$ cat config.mk
export PLATFORM = sky130hd
export DESIGN_NAME = rc_channel_pulse_width_capture_top
export DESIGN_NICKNAME = d
export VERILOG_FILES = /design/src/rtl/core/rcpw_pkg.sv /design/src/rtl/core/rc_channel_pulse_width_capture_top.sv
export SDC_FILE = /design/constraint.sdc
export NUM_CORES = 1
export LEC_CHECK = 0
export ABC_AREA = 1
export BUFFER_PORTS_ARGS = -buffer_cell sky130_fd_sc_hd__buf_2
export CAP_MARGIN = 15
export CELL_PAD_IN_SITES_DETAIL_PLACEMENT = 1
export CELL_PAD_IN_SITES_GLOBAL_PLACEMENT = 1
export CORE_MARGIN = 2
export CORE_UTILIZATION = 40
export CTS_CLUSTER_DIAMETER = 100
export DETAILED_ROUTE_END_ITERATION = 10
export PLACE_DENSITY = 0.81
export SETUP_SLACK_MARGIN = 0.05
export SLEW_MARGIN = 25
export SYNTH_ARGS = -nofsm -noshare
export SYNTH_HDL_FRONTEND = slang
export SYNTH_SLANG_ARGS = --single-unit
$ cat constraint.sdc
create_clock -name clk -period 4.7 [get_ports clk]
set_input_delay 0.705 -clock clk [delete_from_list [all_inputs] [get_ports clk]]
set_output_delay 0.705 -clock clk [all_outputs]
set_load 0.02 [all_outputs]
$ cat src/rtl/core/rcpw_pkg.sv
// Package for the four-channel RC pulse width capture block.
// Holds the transaction payload structs, register indexes and reset values.
// No dependencies.
package rcpw_pkg;

  // Number of receiver channels and width of a reported pulse width
  localparam int unsigned NUM_CH   = 4;
  localparam int unsigned WIDTH_W  = 12;
  localparam int unsigned GAP_W    = 8;
  localparam int unsigned MIN_W    = 12;

  // Configuration port geometry
  localparam int unsigned CFG_IDX_W  = 2;
  localparam int unsigned CFG_DATA_W = 12;

  // Register indexes
  localparam logic [CFG_IDX_W-1:0] REG_GAP_TICKS       = 2'd0;
  localparam logic [CFG_IDX_W-1:0] REG_MIN_PULSE_TICKS = 2'd1;

  // Register reset values
  localparam logic [GAP_W-1:0] GAP_TICKS_RST       = 8'd10;
  localparam logic [MIN_W-1:0] MIN_PULSE_TICKS_RST = 12'd20;

  // Frame status codes
  localparam logic STATUS_VALID   = 1'b0;
  localparam logic STATUS_INVALID = 1'b1;

  // One sampled tick of the four channel lines
  typedef struct packed {
    logic line_one;
    logic line_two;
    logic line_three;
    logic line_four;
  } in_item_t;

  // One captured frame
  typedef struct packed {
    logic               frame_status;
    logic [WIDTH_W-1:0] width_one;
    logic [WIDTH_W-1:0] width_two;
    logic [WIDTH_W-1:0] width_three;
    logic [WIDTH_W-1:0] width_four;
  } out_item_t;

endpackage

$ cat src/rtl/core/rc_channel_pulse_width_capture_top.sv
// Top level of the four-channel RC pulse width capture block.
// Depends on rcpw_pkg for payload structs, register indexes and reset values.
//
// Usage:
//   The input channel (in_valid, in_stall, in_data) takes one sampled tick of
//   the four receiver lines per transaction. The lowest numbered high line
//   has its high-tick count raised (saturating at 2^COUNT_WIDTH - 1). A run
//   of gap_ticks low ticks ends the frame and produces one transaction on
//   the result channel (out_valid, out_stall, out_data): the four widths and
//   a status that is invalid when any count is not above min_pulse_ticks.
//   The block then waits in a gap until the next high tick, which clears the
//   counts and starts a new frame.
//   Throughput is one tick per cycle while in_stall is low. The counters and
//   the frame-end compare feed the output queue: the ending tick's result is
//   registered in the result register, or in the skid register behind a held one.
//   A two-entry output queue (result register plus skid register) lets ticks
//   keep flowing while a result waits under out_stall; in_stall rises only
//   when both entries hold a result.
//   Configuration (cfg_valid, cfg_ready, cfg_index, cfg_data) is always
//   ready and takes effect from the next tick; unknown indexes are dropped.
//   Synchronous active-low reset clears counts, low run, gap state and the
//   output queue, and loads gap_ticks = 10 and min_pulse_ticks = 20.
module rc_channel_pulse_width_capture_top #(
  parameter int unsigned COUNT_WIDTH = 12
) (
  input  logic                                clk,
  input  logic                                rst_n,
  // Tick input
  input  logic                                in_valid,
  output logic                                in_stall,
  input  rcpw_pkg::in_item_t                  in_data,
  // Frame results
  output logic                                out_valid,
  input  logic                                out_stall,
  output rcpw_pkg::out_item_t                 out_data,
  // Configuration writes
  input  logic                                cfg_valid,
  output logic                                cfg_ready,
  input  logic [rcpw_pkg::CFG_IDX_W-1:0]      cfg_index,
  input  logic [rcpw_pkg::CFG_DATA_W-1:0]     cfg_data
);

  localparam int unsigned NCH   = rcpw_pkg::NUM_CH;
  localparam int unsigned CMP_W = (COUNT_WIDTH > rcpw_pkg::WIDTH_W) ?
                                  COUNT_WIDTH : rcpw_pkg::WIDTH_W;

  // Configuration registers
  logic [rcpw_pkg::GAP_W-1:0] gap_ticks_r;
  logic [rcpw_pkg::MIN_W-1:0] min_pulse_r;

  // Frame state
  logic                       in_gap_r,  in_gap_nxt;
  logic [rcpw_pkg::GAP_W-1:0] low_run_r, low_run_nxt;
  logic [COUNT_WIDTH-1:0]     cnt_r   [NCH];
  logic [COUNT_WIDTH-1:0]     cnt_nxt [NCH];

  // Output queue
  logic                out_valid_r, out_valid_nxt;
  logic                skid_valid_r, skid_valid_nxt;
  rcpw_pkg::out_item_t out_data_r, out_data_nxt;
  rcpw_pkg::out_item_t skid_data_r, skid_data_nxt;

  logic                accept;
  logic [NCH-1:0]      lines;
  logic [NCH-1:0]      sel;
  logic                lower_high;
  logic                any_high;
  logic [rcpw_pkg::GAP_W-1:0] low_run_inc;
  logic                fire;
  logic                too_short;
  logic [CMP_W-1:0]    cnt_ext [NCH];
  logic [CMP_W-1:0]    min_ext;
  rcpw_pkg::out_item_t res;

  assign cfg_ready = 1'b1;
  assign in_stall  = skid_valid_r;
  assign accept    = in_valid && !in_stall;
  assign out_valid = out_valid_r;
  assign out_data  = out_data_r;

  // Write configuration registers
  always_ff @(posedge clk) begin
    if (!rst_n) begin
      gap_ticks_r <= rcpw_pkg::GAP_TICKS_RST;
      min_pulse_r <= rcpw_pkg::MIN_PULSE_TICKS_RST;
    end else if (cfg_valid && cfg_ready) begin
      case (cfg_index)
        rcpw_pkg::REG_GAP_TICKS:       gap_ticks_r <= cfg_data[rcpw_pkg::GAP_W-1:0];
        rcpw_pkg::REG_MIN_PULSE_TICKS: min_pulse_r <= cfg_data[rcpw_pkg::MIN_W-1:0];
        default: ;
      endcase
    end
  end

  // Prioritize the lowest numbered high line
  assign lines    = {in_data.line_four, in_data.line_three,
                     in_data.line_two, in_data.line_one};
  assign any_high = |lines;
  always_comb begin
    lower_high = 1'b0;
    for (int i = 0; i < NCH; i++) begin
      sel[i]     = lines[i] && !lower_high;
      lower_high = lower_high || lines[i];
    end
  end

  // Saturate the low run at its maximum
  assign low_run_inc = (low_run_r == '1) ? low_run_r
                                         : low_run_r + rcpw_pkg::GAP_W'(1);

  // Frame-end compare and status
  assign min_ext = CMP_W'(min_pulse_r);
  always_comb begin
    too_short = 1'b0;
    for (int i = 0; i < NCH; i++) begin
      cnt_ext[i] = CMP_W'(cnt_r[i]);
      if (cnt_ext[i] <= min_ext) too_short = 1'b1;
    end
  end

  assign fire = accept && !in_gap_r && !any_high && (low_run_inc >= gap_ticks_r);

  always_comb begin
    res.frame_status = too_short ? rcpw_pkg::STATUS_INVALID : rcpw_pkg::STATUS_VALID;
    res.width_one    = cnt_ext[0][rcpw_pkg::WIDTH_W-1:0];
    res.width_two    = cnt_ext[1][rcpw_pkg::WIDTH_W-1:0];
    res.width_three  = cnt_ext[2][rcpw_pkg::WIDTH_W-1:0];
    res.width_four   = cnt_ext[3][rcpw_pkg::WIDTH_W-1:0];
  end

  // Advance counts, low run and gap state for an accepted tick
  always_comb begin
    in_gap_nxt  = in_gap_r;
    low_run_nxt = low_run_r;
    for (int i = 0; i < NCH; i++) begin
      cnt_nxt[i] = cnt_r[i];
    end
    if (accept) begin
      if (in_gap_r) begin
        if (any_high) begin
          // New frame: clear counts and count this tick
          in_gap_nxt  = 1'b0;
          low_run_nxt = '0;
          for (int i = 0; i < NCH; i++) begin
            cnt_nxt[i] = sel[i] ? COUNT_WIDTH'(1) : '0;
          end
        end
      end else if (any_high) begin
        low_run_nxt = '0;
        for (int i = 0; i < NCH; i++) begin
          if (sel[i] && (cnt_r[i] != '1)) cnt_nxt[i] = cnt_r[i] + COUNT_WIDTH'(1);
        end
      end else begin
        low_run_nxt = low_run_inc;
        if (low_run_inc >= gap_ticks_r) in_gap_nxt = 1'b1;
      end
    end
  end

  always_ff @(posedge clk) begin
    if (!rst_n) begin
      in_gap_r  <= 1'b0;
      low_run_r <= '0;
      for (int i = 0; i < NCH; i++) begin
        cnt_r[i] <= '0;
      end
    end else begin
      in_gap_r  <= in_gap_nxt;
      low_run_r <= low_run_nxt;
      for (int i = 0; i < NCH; i++) begin
        cnt_r[i] <= cnt_nxt[i];
      end
    end
  end

  // Output queue: result register backed by one skid entry
  always_comb begin
    out_valid_nxt  = out_valid_r;
    out_data_nxt   = out_data_r;
    skid_valid_nxt = skid_valid_r;
    skid_data_nxt  = skid_data_r;
    if (!out_valid_r || !out_stall) begin
      if (skid_valid_r) begin
        out_valid_nxt  = 1'b1;
        out_data_nxt   = skid_data_r;
        skid_valid_nxt = fire;
        skid_data_nxt  = res;
      end else begin
        out_valid_nxt = fire;
        out_data_nxt  = res;
      end
    end else if (fire) begin
      // Hold the stalled result, park the new one
      skid_valid_nxt = 1'b1;
      skid_data_nxt  = res;
    end
  end

  always_ff @(posedge clk) begin
    if (!rst_n) begin
      out_valid_r  <= 1'b0;
      skid_valid_r <= 1'b0;
    end else begin
      out_valid_r  <= out_valid_nxt;
      skid_valid_r <= skid_valid_nxt;
    end
  end

  always_ff @(posedge clk) begin
    out_data_r  <= out_data_nxt;
    skid_data_r <= skid_data_nxt;
  end

endmodule
### Yosys cells after proc, flatten, opt, wreduce, memory -nomap -nowiden

Memory sizes are Yosys's and may differ from the RTL's.
Cells that the tools add are included.
W data, S select, Z words.

* register bits after elaboration: 129
* memory bits (writable): 48
* input port bits: 23
* output and inout bits: 52
* word-level logic and storage cells: 107
* memories: 1

Memory list
* cnt_r: words 4, width 12, read ports 4, clocked after Yosys merged registers in 0, wr ports 4, RTL line rc_channel_pulse_width_capture_top.sv:54 `logic [COUNT_WIDTH-1:0] cnt_r [NCH];`

* $add $sub $neg: 5
* $lt $le $gt $ge: 5
* equal/unequal tests: 8
* mux-type cells: 39
* bitwise logic cells: 4
* reduce and logical (&&, ||, !) cells: 29

Operator list (count)
* $mux W49: 4
* $mux W48: 4
* $mux W12: 8
* $add A12 B1 Y12 const B: 4
* $le A12 B12 Y1: 4
* $ne A12 B12 Y1 const B: 4
* $mux W8: 4
* $mux W1: 19
* $logic_and A1 B1 Y1: 11
* $add A8 B1 Y8 const B: 1
* $eq A8 B8 Y1 const B: 1
* $ge A8 B8 Y1: 1
* $logic_not A1 Y1: 8
* $reduce_and A2 Y1: 4
* $or A1 B1 Y1: 4
* $reduce_or A4 Y1: 1
* $logic_or A1 B1 Y1: 3
* $eq A2 B1 Y1 const B: 1
* $logic_not A2 Y1: 1
* $ne A2 B1 Y1 const B: 1
* $ne A2 B2 Y1 const B: 1
* $reduce_bool A2 Y1: 1

### Logic depth before layout (Yosys ltp)

* depth after elaboration: 10
* mapped depth: 16
* mapped depth without buffers: 16

### Worst setup path after synthesis

OpenSTA, ideal clock, no wires.

* path kind: input to register
* from: in out_stall
* to: reg skid_data_r[0] (netlist name) (enable)
* library setup time: 0.472 ns
* data arrival time: 4.489 ns
* data required time: 4.228 ns
* setup slack: -0.260 ns
* cell stages on the path: 3
* path buffers: 0
* path through: nand2_1 > inv_1 > a21oi_1

* longest elaborated chain between the ends: 4
* elaborated cells on any way between the ends: 5
* classes of those cells: eq/ne (1); reduce/logical (4)

RTL lines
* from (decl): RTL line rc_channel_pulse_width_capture_top.sv:34 `input logic out_stall,`
* $logic_not A1 Y1 *: RTL line rc_channel_pulse_width_capture_top.sv:182 `if (!out_valid_r || !out_stall) begin`
* $logic_or A1 B1 Y1 *: RTL line rc_channel_pulse_width_capture_top.sv:182
* $ne A2 B2 Y1 (no source line) / $reduce_bool A2 Y1 (equally long branches)
* $reduce_and A2 Y1 (no source line) *
* to (signal assigned): RTL line rc_channel_pulse_width_capture_top.sv:211 `skid_data_r <= skid_data_nxt;`
* to (decl): RTL line rc_channel_pulse_width_capture_top.sv:61 `rcpw_pkg::out_item_t skid_data_r, skid_data_nxt;`

Every way passes the cells marked *; elsewhere a longest branch is shown, timed or not.
A chain may end at the register's enable or synchronous reset.

### Final worst setup path

* from: reg low_run_r[0] (netlist name)
* to: reg skid_data_r[45] (netlist name) (enable)

* longest elaborated chain between the ends: 6
* elaborated cells on any way between the ends: 7
* classes of those cells: add/sub (1); order compare (1); eq/ne (1); mux (1); reduce/logical (3)

RTL lines
* from (decl): RTL line rc_channel_pulse_width_capture_top.sv:53 `logic [rcpw_pkg::GAP_W-1:0] low_run_r, low_run_nxt;`
* from (signal assigned): RTL line rc_channel_pulse_width_capture_top.sv:169 `low_run_r <= low_run_nxt;`
* $add A8 B1 Y8 / $eq A8 B8 Y1 (equally long branches): RTL line rc_channel_pulse_width_capture_top.sv:109, rc_channel_pulse_width_capture_top.sv:108
* $mux W8 *: RTL line rc_channel_pulse_width_capture_top.sv:108 `assign low_run_inc = (low_run_r == '1) ? low_run_r`
* $ge A8 B8 Y1 *: RTL line rc_channel_pulse_width_capture_top.sv:121 `assign fire = accept && !in_gap_r && !any_high && (low_run_inc >= gap_ticks_r);`
* $logic_and A1 B1 Y1 *: RTL line rc_channel_pulse_width_capture_top.sv:121
* $reduce_bool A2 Y1 (no source line) *
* $reduce_and A2 Y1 (no source line) *

Marks and branches as above.

==> impl_summary.log <==
[metrics] worst hold-check path type: reg -> reg
[metrics] final hold viol count: 0
[metrics] Ports: 75
[metrics] DRC Markers: 0
[metrics] DIE AREA: 24,000 µm²
[metrics] post-synthesis cell area: 9090 µm²
[metrics] clock network latency to the later pin of the worst-skew pair: 0.43 ns
[metrics] maximum clock path buffer count: 2
[metrics] number of input and output port buffers inserted: 73
[metrics] sum of met3 wire segment lengths after detailed routing: 845 µm
[metrics] initial drt markers: 368
[metrics] hpwl dp: 17.4 mm
[metrics] antenna cells: 0
[metrics] power density of the placed cells: 319 nW/µm²
[metrics] crit-path cells: ha_1 > nand2_1 > nor3_2 > nand3_1 > xor2_1 > inv_1 > ha_1 > o21ai_0 > nand2_1 > nand3_1 > nand2_1 > nand2_1 > nand2_1 > nand2_1 > a21oi_4 > buf_4
[metrics] highest-delay cell along the critical path: sky130_fd_sc_hd__a21oi_4
[metrics] overall track demand over capacity in global routing: 21.8%
[metrics] uppermost metal layer occupied by signal nets: met4
[metrics] time the final worst path needs with I/O delays and setup: 3.55 ns
[metrics] post-synthesis instance total: 1,071
[metrics] result of the run: completed
[metrics] initial antenna violation count: 0
[metrics] CTS H-Tree Depth: 4
[metrics] origin of the worst setup path: low_run_r[0]
[metrics] Core Box Area: 22,500 µm²
[metrics] warning count from the yosys run: 0
[metrics] worst-case clock skew: 0.00994 ns
[metrics] number of global-route vias before repair: 7,939
[metrics] total clock buffers created by CTS: 17
[metrics] post-route antenna net violation count: 0
[metrics] clk sink count: 177
[metrics] number of nets produced by synthesis: 1,155
[metrics] placement-stage cell area: 9750 µm²
[metrics] crit path launch type: flip-flop
[metrics] most frequent cell on the critical path: sky130_fd_sc_hd__nand2_1
[metrics] worst IR drop on VDD: 0.000204 V
[metrics] layout filler cell count: 2,665
[metrics] worst-case headroom to the max-slew limit: 42.9%
[metrics] data arrival time of the worst path: 3.65 ns
[metrics] Worst-path clk slew: 0.07 ns
[metrics] commonest non-fill, non-tap cell in the layout: sky130_fd_sc_hd__nand2_1
[metrics] number of placement rows: 55
[metrics] hold-fix buffer count after cts: 0
[metrics] largest cells by area after synthesis: sky130_fd_sc_hd__edfxtp_1 (32%), sky130_fd_sc_hd__dfxtp_1 (17%), sky130_fd_sc_hd__nand2_1 (11%)
[metrics] number of flops mapped to enable cells by yosys: 98
[metrics] post-synthesis sequential area ratio: 49.8%
[metrics] share of final-layout standard cells stronger than drive strength 1: 12.6%
[metrics] root buffer cell: sky130_fd_sc_hd__clkbuf_16
[metrics] actual slew at the worst max-slew pin: 0.856 ns
[metrics] sum of routed wire segments on met1: 11.1 mm
[metrics] clock tree from TritonCTS: built
[metrics] finished layout cell area: 10,300 µm²
[metrics] share of the clock period used by the worst path after layout: 75.5%
[metrics] leakage component of the power: 4.39 nW
[metrics] launch point of the worst hold path: gap_ticks_r[7]
[metrics] share of Yosys cell area claimed by the top area cell type: 32.4%
[metrics] final core utilization: 45.9%
[metrics] remaining global-route overflow: 0
[metrics] pin count of the biggest net entering global routing: 97
[metrics] fraction of synthesis flops using an asynchronous set or reset pin: 0%
[metrics] max-cap viol count: 0
[metrics] Crit Path Max Fanout: 22
[metrics] aggregate routed wire length: 25.3 mm
[metrics] number of vias after detailed routing: 7,563
[metrics] required time at the worst-slack endpoint: 4.80 ns
[metrics] first-pass GRT wire length: 41.0 mm
[metrics] Post-Synthesis Mean Instance Area: 8.49 µm²
[metrics] detail-routed net length per standard cell: 17.6 µm
[metrics] setup repair after global routing missed its margin: no
[metrics] final setup vio count: 0
[metrics] Final nets: 1,223
[metrics] worst r2r src: low_run_r[0]
[metrics] Top FF cell, synth: sky130_fd_sc_hd__edfxtp_1
[metrics] number of pins with negative max-slew slack in the final report: 0
[metrics] accumulated negative setup slack: 0 ns
[metrics] last weighted congestion value of the routability-driven placer: 0.831
[metrics] Die H: 155 µm
[metrics] Setup CP Type: reg -> reg
[metrics] number of unique standard cell types used by synthesis: 42
[metrics] dominant cell type by area after synthesis: sky130_fd_sc_hd__edfxtp_1
[metrics] Initial Util: 40.4%
[metrics] detailed route wirelength on metal2: 12.5 mm
[metrics] post-cts sizing count: 0
[metrics] highest-count cells in the layout ignoring fill and taps: sky130_fd_sc_hd__nand2_1 (272), sky130_fd_sc_hd__inv_1 (113), sky130_fd_sc_hd__nor2_1 (98), sky130_fd_sc_hd__edfxtp_1 (98), sky130_fd_sc_hd__o21ai_0 (86)
[metrics] Detailed Routing Iterations Pass 1: 4
[metrics] per-cell via count in the routed design: 5.26
[metrics] setup bufs post-CTS: 0
[metrics] number of storage elements in the synthesis netlist: 177
[metrics] Die W: 155 µm
[metrics] stage delay of the slowest cell on the critical path: 0.52 ns
[metrics] f_max: 282 MHz
[metrics] capturing element type of the critical path: flip-flop
[metrics] area delta synth->final: 13.7%
power breakdown:
group | switching (mW) | leakage, nW | internal [mW]
clock network | 0.633 | 0.288 | 0.819
registers | 0.0155 | 1.66 | 1.64
logic | 0.137 | 2.45 | 0.0570
worst paths after layout:
kind,endpoint,slack [ns],cells after the start
worst max-delay path,skid_data_r[45],1.15,16
worst min-delay path,gap_ticks_r[7],0.48,2
worst min register to register,gap_ticks_r[7],0.48,2
worst max register to register,skid_data_r[45],1.15,16
Yosys cell counts (2+ instances only):
| cell | instances |
|---|---|
| sky130_fd_sc_hd__dfxtp_1 | 79 |
| sky130_fd_sc_hd__nor2_2 | 2 |
| sky130_fd_sc_hd__nor3b_1 | 7 |
| sky130_fd_sc_hd__a21oi_2 | 3 |
| sky130_fd_sc_hd__nand2_1 | 273 |
| sky130_fd_sc_hd__o21ai_2 | 2 |
| sky130_fd_sc_hd__xor2_1 | 18 |
| sky130_fd_sc_hd__o21bai_1 | 2 |
| sky130_fd_sc_hd__nand4_1 | 9 |
| sky130_fd_sc_hd__a21oi_1 | 73 |
| sky130_fd_sc_hd__nand2_2 | 10 |
| sky130_fd_sc_hd__nor2_4 | 2 |
| sky130_fd_sc_hd__a21o_1 | 3 |
| sky130_fd_sc_hd__nand2_4 | 3 |
| sky130_fd_sc_hd__nor3_2 | 2 |
| sky130_fd_sc_hd__buf_2 | 4 |
| sky130_fd_sc_hd__o21ai_0 | 86 |
| sky130_fd_sc_hd__ha_1 | 61 |
| sky130_fd_sc_hd__o211ai_1 | 4 |
| sky130_fd_sc_hd__edfxtp_1 | 98 |
| sky130_fd_sc_hd__nor3_1 | 16 |
| sky130_fd_sc_hd__inv_1 | 113 |
| sky130_fd_sc_hd__o21a_1 | 2 |
| sky130_fd_sc_hd__nor2_1 | 99 |
| sky130_fd_sc_hd__and2_1 | 6 |
| sky130_fd_sc_hd__clkbuf_1 | 23 |
| sky130_fd_sc_hd__buf_4 | 2 |
| sky130_fd_sc_hd__nand3_1 | 55 |
area by class of cell:
cell class	instances	area (µm²)	share of cell area [%]
timing repair buffer	80	418	4.04
tap	285	357	3.45
sequential	177	4530	43.8
multi-input combinational	747	4010	38.8
clock inverter	12	130	1.26
clock buffer	20	458	4.43
inverter	116	438	4.24
critical path: cells and delay by family, from the launching register on:
kind / cells / cell delay, ns
xor gates and xnor gates: 1 / 0.25
AOI/OAI and AO/OA: 2 / 0.61
adders and majority gates: 2 / 0.45
DFF: 1 / 0.39
buffers and inverters: 2 / 0.46
and+or+nand+nor: 9 / 1.04
cells by family (layout without fill, tap and decap cells):
family	count (synthesis)	count (layout)	share of synthesized area, %
other cells	1	1	0.0412
flops	177	177	49.8
buf+inv	147	228	6.32
fa+ha+maj	61	61	8.40
xor+xnor	18	18	1.73
compound gates	178	178	10.6
simple gates	489	489	23.2
per-stage QoR:
step | hold slack [ns] | std cells | worst slack (ns) | power [mW]
final | 0.481 | 1437 | 1.15 | 3.30
after global placement | 0.460 | 1405 | 1.27 | 1.87
after floorplan | 0.435 | 1071 | 0.802 | 1.81
after global routing | 0.504 | 1437 | 0.806 | 3.40
after CTS | 0.483 | 1437 | 1.12 | 3.32
after detailed placement | 0.472 | 1405 | 1.14 | 1.88
flip-flops by register name, summed over array words and instances, names as in the netlist:
signal,cells
out_data,49
skid_data_r,49
cnt_r,48
min_ext,12
gap_ticks_r,8
low_run_r,8
in_gap_r,1
in_stall,1
out_valid,1
routing by layer:
layer  vias up  track usage [%]
li1       3668                -
met1      3687             26.5
met2       162             37.9
met3        46             3.36
met4         0             10.1
met5         -                0
Note: power is estimated with default switching activity, not from simulation.
